**config.mk**
```make
export PLATFORM = sky130hd
export DESIGN_NAME = half_duplex_uart_buffer_control_unit_flat
export DESIGN_NICKNAME = d
export VERILOG_FILES = /design/src/rtl/core/hduart_pkg.sv /design/src/rtl/core/hduart_if.sv /design/src/rtl/core/hduart_cell.sv /design/src/rtl/core/hduart_ring.sv /design/src/rtl/core/half_duplex_uart_buffer_control_unit.sv /design/src/flat_wrapper.sv
export VERILOG_INCLUDE_DIRS = /design/src /design/src/rtl/core
export SDC_FILE = /design/constraint.sdc
export NUM_CORES = 1
export LEC_CHECK = 0
export BUFFER_PORTS_ARGS = -buffer_cell sky130_fd_sc_hd__buf_2
export CORE_MARGIN = 1.5
export CORE_UTILIZATION = 30
export CTS_CLUSTER_DIAMETER = 200
export DETAILED_ROUTE_END_ITERATION = 6
export PLACE_DENSITY = 0.54
export REMOVE_ABC_BUFFERS = 1
export SETUP_SLACK_MARGIN = 0.02
export SKIP_LAST_GASP = 1
export SYNTH_ARGS = -nofsm -noshare
export SYNTH_HDL_FRONTEND = slang
export SYNTH_SLANG_ARGS = --single-unit
```
**constraint.sdc**
```tcl
create_clock -name clk -period 6.1 [get_ports clk]
set_clock_uncertainty 0.1 [all_clocks]
set_input_delay 1.22 -clock clk [delete_from_list [all_inputs] [get_ports clk]]
set_output_delay 1.22 -clock clk [all_outputs]
set_load 0.05 [all_outputs]
```
**src/rtl/core/half_duplex_uart_buffer_control_unit_macros.svh**
```systemverilog
// ----------------------------------------------------------------------------
// Half-duplex UART buffer control: assertion macros
// Concurrent checks on the rising edge of clk; compiled out when SYNTH is set.
// ----------------------------------------------------------------------------
`ifndef HALF_DUPLEX_UART_BUFFER_CONTROL_UNIT_MACROS_SVH
`define HALF_DUPLEX_UART_BUFFER_CONTROL_UNIT_MACROS_SVH

`ifndef SYNTH
// checked outside reset
`define HDUART_ASSERT(label, prop) \
  label: assert property (@(posedge clk) disable iff (rst) prop) \
    else $error("hduart check failed");
// checked on every edge, reset included
`define HDUART_ASSERT_ALWAYS(label, prop) \
  label: assert property (@(posedge clk) prop) \
    else $error("hduart check failed");
`else
`define HDUART_ASSERT(label, prop)
`define HDUART_ASSERT_ALWAYS(label, prop)
`endif

`endif

```
**src/rtl/core/hduart_pkg.sv**
```systemverilog
// ----------------------------------------------------------------------------
// hduart_pkg
// Command codes and the structs shared by the controller, the ring and its cells.
// ----------------------------------------------------------------------------
`default_nettype none

package hduart_pkg;

  localparam int unsigned CmdWidth  = 3;
  localparam int unsigned ByteWidth = 8;

  localparam logic [CmdWidth-1:0] CMD_HOST_WRITE = 3'd0;
  localparam logic [CmdWidth-1:0] CMD_HOST_READ  = 3'd1;
  localparam logic [CmdWidth-1:0] CMD_LINE_RX    = 3'd2;
  localparam logic [CmdWidth-1:0] CMD_TX_READY   = 3'd3;
  localparam logic [CmdWidth-1:0] CMD_TX_DONE    = 3'd4;

  // operation applied to a ring (and to every cell of it)
  typedef struct packed {
    logic push;
    logic pop;
  } ring_op_t;

  // what a cell hands to its neighbor
  typedef struct packed {
    logic                 occ;
    logic [ByteWidth-1:0] value;
  } link_t;

  // ring status seen by the controller
  typedef struct packed {
    logic                 full;
    logic                 empty;
    logic [ByteWidth-1:0] head_value;
  } ring_stat_t;

endpackage

`default_nettype wire

```
**src/rtl/core/hduart_if.sv**
```systemverilog
// ----------------------------------------------------------------------------
// hduart_if
// Valid/ready channels: command items in, result items out.
// ----------------------------------------------------------------------------
`default_nettype none

interface hduart_req_if;
  logic       valid;
  logic       ready;
  logic [2:0] cmd;
  logic [7:0] data;

  modport source (output valid, output cmd, output data, input ready);
  modport sink (input valid, input cmd, input data, output ready);
endinterface

interface hduart_rsp_if;
  logic       valid;
  logic       ready;
  logic [7:0] out_byte;
  logic       out_valid;
  logic       accepted;
  logic       drive_enable;

  modport source (output valid, output out_byte, output out_valid, output accepted,
                  output drive_enable, input ready);
  modport sink (input valid, input out_byte, input out_valid, input accepted,
                input drive_enable, output ready);
endinterface

`default_nettype wire

```
**src/rtl/core/hduart_cell.sv**
```systemverilog
// ----------------------------------------------------------------------------
// hduart_cell
// One slot of a shifting FIFO: loads on push at the fill boundary, takes the
// upper neighbor's contents on pop.
// ----------------------------------------------------------------------------
`default_nettype none

module hduart_cell
  import hduart_pkg::*;
(
  input  wire logic                 clk,
  input  wire logic                 rst,
  input  wire ring_op_t             op,
  input  wire logic [ByteWidth-1:0] push_data,
  input  wire logic                 lower_occ,
  input  wire link_t                upper,
  output link_t                     state
);

  logic                 occ;
  logic [ByteWidth-1:0] value;

  always_ff @(posedge clk) begin
    if (rst) begin
      occ <= 1'b0;
    end else if (op.pop) begin
      occ <= upper.occ;
    end else if (op.push && !occ && lower_occ) begin
      occ <= 1'b1;
    end
  end

  // payload, no reset
  always_ff @(posedge clk) begin
    if (op.pop) begin
      value <= upper.value;
    end else if (op.push && !occ && lower_occ) begin
      value <= push_data;
    end
  end

  assign state = '{occ: occ, value: value};

endmodule

`default_nettype wire

```
**src/rtl/core/hduart_ring.sv**
```systemverilog
// ----------------------------------------------------------------------------
// hduart_ring
// Byte FIFO built as a row of cells; the oldest byte sits in cell 0.
// ----------------------------------------------------------------------------
`default_nettype none
`include "half_duplex_uart_buffer_control_unit_macros.svh"

module hduart_ring
  import hduart_pkg::*;
#(
  parameter int unsigned Depth = 31
) (
  input  wire logic                 clk,
  input  wire logic                 rst,
  input  wire ring_op_t             op,
  input  wire logic [ByteWidth-1:0] push_data,
  output ring_stat_t                stat
);

  link_t             cells [Depth];
  logic [Depth-1:0]  occ;
  logic [Depth-1:0]  lower_occ;

  for (genvar i = 0; i < Depth; i++) begin : g_cell
    link_t upper;

    assign occ[i] = cells[i].occ;

    if (i == 0) begin : g_first
      assign lower_occ[i] = 1'b1;
    end else begin : g_rest
      assign lower_occ[i] = cells[i-1].occ;
    end

    if (i == Depth - 1) begin : g_last
      assign upper = '{occ: 1'b0, value: '0};
    end else begin : g_mid
      assign upper = cells[i+1];
    end

    hduart_cell u_cell (
      .clk       (clk),
      .rst       (rst),
      .op        (op),
      .push_data (push_data),
      .lower_occ (lower_occ[i]),
      .upper     (upper),
      .state     (cells[i])
    );
  end

  assign stat = '{full: occ[Depth-1], empty: !occ[0], head_value: cells[0].value};

  // occupied cells form one run starting at cell 0
  `HDUART_ASSERT(a_ring_contiguous, (occ & ~lower_occ) == '0)
  `HDUART_ASSERT(a_ring_no_underflow, op.pop |-> !stat.empty)
  `HDUART_ASSERT(a_ring_push_grows,
    op.push && !op.pop && !stat.full |=> $countones(occ) == $countones($past(occ)) + 1)

endmodule

`default_nettype wire

```
**src/rtl/core/half_duplex_uart_buffer_control_unit.sv**
```systemverilog
// ----------------------------------------------------------------------------
// half_duplex_uart_buffer_control_unit
// Transmit and receive byte rings plus the drive-direction flag of a
// half-duplex (RS-485 style) serial line.
// ----------------------------------------------------------------------------
// Usage:
//   req (valid/ready) carries one event item: cmd and data. cmd selects host
//   write, host read, line byte received, transmitter ready or transmit done.
//   rsp (valid/ready) returns exactly one result item per event: out_byte,
//   out_valid, accepted and drive_enable (direction after the event).
//   The result is registered and shows in the cycle after acceptance.
//   Throughput: one item per cycle while the result is taken; every event
//   touches at most one ring (a push at the fill boundary or a one-slot shift of the cells).
//   Each ring holds RING_SLOTS-1 bytes in a row of cells; pops shift the
//   whole row toward cell 0, so the oldest byte is always read from cell 0.
//   Reset (rst, synchronous) empties both rings, selects receive mode and
//   drops any pending result. No clearing pass is needed.
//   A stalled receiver holds the result register; req.ready then stays low
//   until the result is taken, so no result is lost or repeated.
// ----------------------------------------------------------------------------
`default_nettype none
`include "half_duplex_uart_buffer_control_unit_macros.svh"

module half_duplex_uart_buffer_control_unit
  import hduart_pkg::*;
#(
  parameter int unsigned RING_SLOTS = 32
) (
  input  wire logic   clk,
  input  wire logic   rst,
  hduart_req_if.sink  req,
  hduart_rsp_if.source rsp
);

  // usable slots: each ring is built as a row of RING_SLOTS-1 cells, one byte per cell
  localparam int unsigned Depth = RING_SLOTS - 1;

  logic       accept;
  ring_op_t   tx_op;
  ring_op_t   rx_op;
  ring_stat_t tx_stat;
  ring_stat_t rx_stat;

  logic                 sending_mode;
  logic                 sending_mode_next;
  logic                 result_valid;
  logic [ByteWidth-1:0] result_byte;
  logic                 result_out_valid;
  logic                 result_accepted;
  logic                 result_drive;

  logic [ByteWidth-1:0] byte_next;
  logic                 out_valid_next;
  logic                 accepted_next;

  // a new item enters whenever the result register is free or being drained
  assign req.ready = !result_valid || rsp.ready;
  assign accept    = req.valid && req.ready;

  // event decode; ring pushes and pops are gated on full/empty here
  always_comb begin
    tx_op             = '{push: 1'b0, pop: 1'b0};
    rx_op             = '{push: 1'b0, pop: 1'b0};
    sending_mode_next = sending_mode;
    byte_next         = '0;
    out_valid_next    = 1'b0;
    accepted_next     = 1'b0;
    if (accept) begin
      unique case (req.cmd)
        CMD_HOST_WRITE: begin
          tx_op.push    = !tx_stat.full;
          accepted_next = !tx_stat.full;
        end
        CMD_HOST_READ: begin
          if (!rx_stat.empty) begin
            rx_op.pop      = 1'b1;
            out_valid_next = 1'b1;
            byte_next      = rx_stat.head_value;
          end
        end
        CMD_LINE_RX: begin
          // while driving, the line byte is our own echo
          if (!sending_mode && !rx_stat.full) begin
            rx_op.push    = 1'b1;
            accepted_next = 1'b1;
          end
        end
        CMD_TX_READY: begin
          if (!tx_stat.empty) begin
            tx_op.pop         = 1'b1;
            out_valid_next    = 1'b1;
            byte_next         = tx_stat.head_value;
            sending_mode_next = 1'b1;
          end
        end
        CMD_TX_DONE: begin
          // release the line only once nothing is queued
          if (tx_stat.empty) begin
            sending_mode_next = 1'b0;
          end
        end
        default: begin
        end
      endcase
    end
  end

  hduart_ring #(
    .Depth (Depth)
  ) u_tx_ring (
    .clk       (clk),
    .rst       (rst),
    .op        (tx_op),
    .push_data (req.data),
    .stat      (tx_stat)
  );

  hduart_ring #(
    .Depth (Depth)
  ) u_rx_ring (
    .clk       (clk),
    .rst       (rst),
    .op        (rx_op),
    .push_data (req.data),
    .stat      (rx_stat)
  );

  always_ff @(posedge clk) begin
    if (rst) begin
      sending_mode <= 1'b0;
      result_valid <= 1'b0;
    end else begin
      sending_mode <= sending_mode_next;
      if (accept) begin
        result_valid <= 1'b1;
      end else if (rsp.ready) begin
        result_valid <= 1'b0;
      end
    end
  end

  // result payload, loaded with each accepted item
  always_ff @(posedge clk) begin
    if (accept) begin
      result_byte      <= byte_next;
      result_out_valid <= out_valid_next;
      result_accepted  <= accepted_next;
      result_drive     <= sending_mode_next;
    end
  end

  assign rsp.valid        = result_valid;
  assign rsp.out_byte     = result_byte;
  assign rsp.out_valid    = result_out_valid;
  assign rsp.accepted     = result_accepted;
  assign rsp.drive_enable = result_drive;

  // a result never both carries a byte and reports a store
  `HDUART_ASSERT(a_result_exclusive, result_valid |-> !(result_out_valid && result_accepted))
  `HDUART_ASSERT(a_result_zero_byte,
    result_valid && !result_out_valid |-> result_byte == '0)
  // drive mode is entered only by sending a queued byte
  `HDUART_ASSERT(a_drive_on_send,
    $rose(sending_mode) |-> $past(accept && req.cmd == CMD_TX_READY && !tx_stat.empty))

endmodule

`default_nettype wire
```
**src/flat_wrapper.sv**
```systemverilog
// flat-port wrapper written by rule: the top's interface ports become plain ports
module half_duplex_uart_buffer_control_unit_flat import hduart_pkg::*;
#(
  parameter int unsigned RING_SLOTS = 32
)
  (clk, rst, req_valid, req_cmd, req_data, req_ready, rsp_valid, rsp_out_byte, rsp_out_valid, rsp_accepted, rsp_drive_enable, rsp_ready);
  hduart_req_if req_i ();
  hduart_rsp_if rsp_i ();
  input  wire logic clk;
  input  wire logic rst;
  input wire logic [$bits(req_i.valid)-1:0] req_valid;
  input wire logic [$bits(req_i.cmd)-1:0] req_cmd;
  input wire logic [$bits(req_i.data)-1:0] req_data;
  output wire logic [$bits(req_i.ready)-1:0] req_ready;
  output wire logic [$bits(rsp_i.valid)-1:0] rsp_valid;
  output wire logic [$bits(rsp_i.out_byte)-1:0] rsp_out_byte;
  output wire logic [$bits(rsp_i.out_valid)-1:0] rsp_out_valid;
  output wire logic [$bits(rsp_i.accepted)-1:0] rsp_accepted;
  output wire logic [$bits(rsp_i.drive_enable)-1:0] rsp_drive_enable;
  input wire logic [$bits(rsp_i.ready)-1:0] rsp_ready;
  assign req_i.valid = req_valid;
  assign req_i.cmd = req_cmd;
  assign req_i.data = req_data;
  assign req_ready = req_i.ready;
  assign rsp_valid = rsp_i.valid;
  assign rsp_out_byte = rsp_i.out_byte;
  assign rsp_out_valid = rsp_i.out_valid;
  assign rsp_accepted = rsp_i.accepted;
  assign rsp_drive_enable = rsp_i.drive_enable;
  assign rsp_i.ready = rsp_ready;
  half_duplex_uart_buffer_control_unit #(.RING_SLOTS(RING_SLOTS)) u_core (.clk(clk), .rst(rst), .req(req_i), .rsp(rsp_i));
endmodule
```
==> results of run 1 <==
## synthesized netlist by cell type, drive strengths merged
cell	number
a211oi	2
a21o	480
a21oi	10
a221oi	30
a22o	8
a311oi	29
a31oi	55
a41oi	1
and3	2
and4b	1
and4bb	1
buf	106
clkbuf	72
clkinv	1
dfxtp	80
edfxtp	491
inv	77
mux2	8
nand2b	1
nand3	4
nand4	67
nand4b	1
nor2	4
nor2b	2
nor3	5
nor4	29
nor4b	2
o21ai	60
o32ai	1
o41ai	8
or2	1
or3	1
or4b	1
## final timing paths
check                                                                         startpoint                                                       end  slack, ns  depth (start not counted)
worst max register to register        u_core.u_rx_ring.g_cell[0].u_cell.occ$_SDFFE_PP0P_      u_core.u_rx_ring.g_cell[0].u_cell.value[7]$_DFFE_PP_       2.76                          3
worst min-delay path            u_core.u_tx_ring.g_cell[30].u_cell.value[7]$_SDFFE_PP0P_  u_core.u_tx_ring.g_cell[30].u_cell.value[7]$_SDFFE_PP0P_       0.37                          2
worst min register to register  u_core.u_tx_ring.g_cell[30].u_cell.value[7]$_SDFFE_PP0P_  u_core.u_tx_ring.g_cell[30].u_cell.value[7]$_SDFFE_PP0P_       0.37                          2
worst max-delay path                                                          req_cmd[1]      u_core.u_rx_ring.g_cell[0].u_cell.value[7]$_DFFE_PP_       2.36                          4
## power breakdown
group | switching, W | internal (W) | leakage, nW
Sequential | 0.0000119 | 0.00426 | 5.07
Combinational | 0.000222 | 0.000136 | 4.44
Clock | 0.00148 | 0.00211 | 0.933
## critical path, cell delays in order
cell,delay (ns)
buf_2,0.17
and4bb_2,0.71
nand3_1,0.88
o21ai_0,0.87
## sequential cells by signal (all words and copies together), names as in the netlist
register and cells:
u_core.rsp.valid 1, u_core.rsp.accepted 1, u_core.rsp.drive_enable 1, u_core.rsp.out_valid 1, u_core.u_tx_ring.g_cell.u_cell.occ 31, u_core.u_rx_ring.g_cell.u_cell.value 248
u_core.u_tx_ring.g_cell.u_cell.value 248, u_core.u_rx_ring.g_cell.u_cell.occ 31, u_core.sending_mode 1, u_core.rsp.out_byte 8
## layer usage
layer | wire length, um | global-route usage [%] | part of all wire (%) | up-vias
met5 | 11 | 0 | 0.023 | -
met4 | 957 | 3.32 | 2.0 | 2
li1 | - | - | - | 6290
met1 | 22800 | 17.4 | 48 | 6912
met3 | 2980 | 2.73 | 6.2 | 68
met2 | 21100 | 18.1 | 44 | 360
## layout by cell type, fill, tap and decap left out, drive strengths merged, types with 10 or more instances in the layout
cell,n
a221oi,30
a21o,480
buf,73
a31oi,55
clkbuf,86
nor4,29
dfxtp,80
clkinv,17
nand4,67
a21oi,10
inv,79
a311oi,29
o21ai,60
edfxtp,491
## stage by stage
| step | hold slack [ns] | instance area [um^2] |
|---|---|---|
| after global routing | 0.384 | 26600 |
| final | 0.367 | 26600 |
| after detailed placement | 0.358 | 24600 |
| after global placement | 0.360 | 24600 |
| after CTS | 0.366 | 26600 |
| after floorplan | 0.343 | 22500 |
## logic make-up (layout without fill, tap and decap cells)
kind of cell,Yosys count,in the layout,synth area share [%]
muxes,8,8,0.385
AOI/OAI and AO/OA,684,684,21.4
DFF,571,571,69.9
and+or+nand+nor,122,122,3.46
buffers and inverters,256,262,4.91
## cell type report
cell class | instances | area (um^2)
multi-input cells | 814 | 6160
fillers | 7513 | 50800
flip-flops and latches | 571 | 16300
clock inverters | 25 | 259
clock buffers | 86 | 1670
inverters | 78 | 295
repair buffers | 73 | 518
well taps | 1040 | 1300
==> flow_metrics.py, run 1 <==
metrics = {
    "global_routing": {
        "grt_start_max_net_pins": 175,
        "grt.total_usage_pct": 12.0,
        "grt_pass1_vias": 13591,
        "grt_pass1_wl_mm": 77.0,
        "grt.overflow.total": 0,
        "antenna_found_initial": 1,
    },
    "pwr": {
        "p_per_area_nw_per_um2": 309,
        "peakVddDrop_mv": 0.220,
        "p_total_w": 0.00821,
        "leakage_nw": 10.4,
    },
    "synth": {
        "synth_top_cell_area_share_pct": 63.0,
        "syn_area_um2": 23400,
        "synth.distinct_cells": 43,
        "synth.largest_area_cell": "edfxtp_1",
        "syn_inst": 1641,
        "synth_seq_cells": 571,
        "yosysSeqAreaShare_pct": 69.9,
        "synth.area.top_cells": "edfxtp_1 63%, a21o_1 15%, dfxtp_1 6.8%, nand4_1 1.8%, buf_2 1.7%",
        "ys_warn_count": 0,
        "avgSynthCellArea_um2": 14.3,
    },
    "layout": {
        "instances_no_fill": 2687,
        "area_delta_synth_final_pct": 13.5,
        "finalNetCount": 1613,
        "final_core_util_pct": 34.3,
        "diodes": 0,
        "drive_above_1_share_pct": 11.7,
    },
    "clocking": {
        "root_buffer": "clkbuf_16",
        "clk_transition_reported_paths_ns": 0.06,
        "cts_resized": 0,
        "cts_tree": "yes",
        "post-cts-setup-buffers": 0,
        "ctsLongestPathBuffers": 3,
        "cts_hold_buf": 0,
        "clock_latency_ns": 0.61,
        "clock_sinks": 571,
        "htreeDepth": 2,
        "cts_made_buffers": 60,
    },
    "job": {
        "max_cap_viol_count": 0,
    },
    "detailed_routing": {
        "drt_first_iter_violations": 988,
        "final_antenna_net_count": 0,
        "vias_per_cell": 5.07,
        "drt-total-wl_mm": 47.8,
        "wl_per_cell_um": 17.8,
        "vias": 13632,
        "drc": 0,
        "firstDrtPassIters": 7,
    },
    "die": {
        "start_util_pct": 30.2,
        "die_w_um": 282,
        "dieHeight_um": 282,
        "ios": 28,
        "dieArea_um2": 79700,
        "coreArea_um2": 77300,
        "row_count": 102,
    },
    "placed_design": {
        "gp_congestion": 0.773,
        "port_buffers": 27,
        "preCtsSetupSlack_ns": 1.73,
        "hpwl_mm": 27.2,
        "place_inst": 2576,
    },
    "timing": {
        "fin_ws_ns": 2.36,
        "maxSlewHeadroom_pct": 11.6,
        "rsz0062_at_grt": "false",
        "fin_crit_ns": 3.74,
        "worst_slew_pin_slew_ns": 1.33,
        "timing.final.crit_share_pct": 61.4,
        "final_hold_viol_count": 0,
        "slew_viol_final": 0,
        "tns_ns": 0,
        "setup_viol": 0,
        "fmax_ghz": 0.267,
    },
    "critical_path": {
        "cp_max_fo": 30,
        "critical_path_class": "input port to register",
        "end_kind": "register",
        "cp.arrival_ns": 3.86,
        "worst_setup_path_start_kind": "input port",
        "crit_required_ns": 6.22,
    },
    "run_status": {
        "status": "finished clean",
    },
    "worst_hold_path": {
        "hold_class": "register to register",
    },
}
No activity file was read; power rests on OpenSTA's default activity.
==> inputs of run 2 (changes only) <==
ABC_AREA = 1   (was not set)
clock period = 3.59 ns   (was 6.1 ns; I/O delays follow)
==> run 2 against run 1 <==
- combinational power is 68% higher
- sequential power increased by 70%
- utilization down 0.53 points
- clock power rose by 69%
- sequential cell count stayed put
- via count rose by 21%
- sequential share of layout area shrank 1.7 points
- global-route usage rose by 0.39 points
- largest cell class unchanged
- largest power group unchanged
==> flow_metrics.py, run 2 <==
metrics = {
    "critical_path": {
        "worst_setup_path_start_kind": "register",
        "crit_buf_inv": 1,
        "crit_family": "buffers and inverters",
        "critical_path_class": "register to register",
        "crit_slowest_cell": "buf_12",
        "cp_max_fo": 265,
        "crit_chain": "a21oi_4 > buf_12 > nand3_1 > nand2_1",
        "end_kind": "register",
        "crit_required_ns": 3.96,
        "cp.arrival_ns": 2.79,
        "critPathMaxStageDelay_ns": 0.59,
        "r2r_slack_ns": 1.18,
    },
    "clocking": {
        "cts_tree": "yes",
        "post-cts-setup-buffers": 0,
        "cts_made_buffers": 59,
        "clock_latency_ns": 0.62,
        "ctsLongestPathBuffers": 3,
        "htreeDepth": 2,
        "clk_transition_reported_paths_ns": 0.06,
        "root_buffer": "clkbuf_16",
        "cts_hold_buf": 0,
        "clock_sinks": 571,
        "cts_resized": 0,
    },
    "layout": {
        "drive_above_1_share_pct": 6.58,
        "area_delta_synth_final_pct": 11.2,
        "layout_common_cells": "724 x nand2_1, 619 x nand3_1, 491 x edfxtp_1",
        "finalNetCount": 2385,
        "layout_commonest_cell": "nand2_1",
        "fillers": 8009,
        "top_regs": "u_core.u_rx_ring.g_cell.u_cell.value: 248 flops, u_core.u_tx_ring.g_cell.u_cell.value: 248 flops",
    },
    "synth": {
        "yosysSeqAreaShare_pct": 66.6,
        "synth_commonest_cells": "725 x nand2_1, 619 x nand3_1, 491 x edfxtp_1",
        "synth.largest_area_cell": "edfxtp_1",
        "avgSynthCellArea_um2": 10.0,
        "synth_ff_type": "edfxtp_1",
        "synth.area.top_cells": "edfxtp_1 60%, nand3_1 13%, nand2_1 11%, dfxtp_1 6.5%, buf_2 3.4%",
        "syn_inst": 2450,
        "synth_edf_count": 491,
        "synth.distinct_cells": 23,
        "synthArstFlopShare_pct": 0,
        "syn_area_um2": 24600,
        "synth.most_common_cell": "nand2_1",
        "synth_seq_cells": 571,
        "synth_top_cell_area_share_pct": 60.0,
        "ys_warn_count": 0,
    },
    "detailed_routing": {
        "vias_per_cell": 4.72,
        "final_antenna_net_count": 0,
        "vias": 16442,
        "firstDrtPassIters": 5,
        "drt_first_iter_violations": 1459,
        "drc": 0,
        "drt-total-wl_mm": 52.5,
        "wl_per_cell_um": 15.1,
    },
    "global_routing": {
        "antenna_found_initial": 4,
        "grt_pass1_wl_mm": 84.9,
        "grt_start_max_net_pins": 270,
        "grt.total_usage_pct": 12.4,
        "grt.overflow.total": 0,
        "grt_pass1_vias": 15701,
    },
    "worst_hold_path": {
        "hold_class": "input port to register",
    },
    "die": {
        "dieHeight_um": 289,
        "die_w_um": 289,
        "coreArea_um2": 80800,
        "dieArea_um2": 83600,
        "start_util_pct": 30.4,
        "ios": 28,
        "row_count": 104,
    },
    "pwr": {
        "clkPwrFrac_pct": 43.5,
        "p_switching_w": 0.00303,
        "p_per_area_nw_per_um2": 510,
        "leakage_nw": 11.1,
        "p_int_w": 0.0109,
        "p_comb_share_pct": 4.3,
        "p_total_w": 0.0139,
        "seqPwrFrac_pct": 52.2,
        "p_sw_share_pct": 21.8,
        "peakVddDrop_mv": 0.349,
    },
    "placed_design": {
        "port_buffers": 27,
        "gp_congestion": 0.748,
        "hpwl_mm": 28.6,
        "preCtsSetupSlack_ns": 0.689,
    },
    "timing": {
        "setup_viol": 0,
        "fin_crit_ns": 2.41,
        "holdWs_ns": 0.185,
        "timing.final.crit_share_pct": 67.3,
        "final_hold_viol_count": 0,
        "worst_slew_pin_slew_ns": 1.29,
        "maxSlewHeadroom_pct": 13.8,
        "rsz0062_at_grt": "false",
        "slew_viol_final": 0,
        "fin_ws_ns": 1.18,
        "fmax_ghz": 0.414,
    },
    "run_status": {
        "status": "finished clean",
    },
    "job": {
        "max_cap_viol_count": 0,
    },
}
-- run 2: per-stage QoR --
step / std cells / area [um^2] / setup TNS [ns] / utilization [%]
after detailed placement: 3369 / 25400 / 0 / 31.4
after floorplan: 2250 / 23600 / -9363.59 / -
after global routing: 3478 / 27300 / 0 / 33.8
final: 3480 / 27300 / 0 / 33.8
after global placement: 3369 / 25400 / 0 / 31.4
after CTS: 3478 / 27300 / 0 / 33.8
-- run 2: cell families (layout without fill, tap and decap cells) --
| family | after synthesis | after routing | share of synthesized area [%] |
|---|---|---|---|
| compound gates | 28 | 28 | 0.739 |
| buf+inv | 393 | 361 | 6.97 |
| flops | 571 | 571 | 66.6 |
| other cells | 0 | 2 | 0 |
| simple gates | 1458 | 1458 | 25.7 |
-- run 2: worst paths after layout --
path,cells after the start,to,start
setup / recovery,4,u_core.u_tx_ring.g_cell[25].u_cell.value[1]$_DFFE_PP_,u_core.rsp.valid$_SDFFE_PP0P_
hold / removal,2,u_core.rsp.valid$_SDFFE_PP0P_,rst
setup reg to reg,4,u_core.u_tx_ring.g_cell[25].u_cell.value[1]$_DFFE_PP_,u_core.rsp.valid$_SDFFE_PP0P_
hold reg to reg,2,u_core.u_rx_ring.g_cell[30].u_cell.occ$_SDFFE_PP0P_,u_core.u_rx_ring.g_cell[30].u_cell.occ$_SDFFE_PP0P_
-- run 2: cell type report --
type | count | area, um^2 | area share [%]
Sequential cell | 571 | 16300 | 59.8
Clock inverter | 24 | 235 | 0.861
Timing Repair Buffer | 59 | 475 | 1.74
Tap cell | 1060 | 1330 | 4.85
Clock buffer | 85 | 1710 | 6.24
Antenna cell | 2 | 5.00 | 0.0183
Multi-Input combinational cell | 1486 | 6500 | 23.8
Inverter | 193 | 724 | 2.65
-- run 2: power by group through the flow --
stage	Clock [W]	Sequential (W)	Combinational (W)
3_3_place_gp	0	0.00740	0.000594
6_report	0.00606	0.00726	0.000601
4_1_cts	0.00622	0.00726	0.000609
3_5_place_dp	0	0.00741	0.000605
5_1_grt	0.00645	0.00726	0.000679
2_1_floorplan	0	0.00743	0.000362
-- run 2: metal layers --
metal	track usage (%)	share of wire [%]	wire length [um]	up-vias
met4	3.03	1.7	890	4
met5	0	0.044	23	-
met1	18.3	49	25500	7994
li1	-	-	-	8046
met2	18.9	44	23200	325
met3	2.26	5.6	2960	73
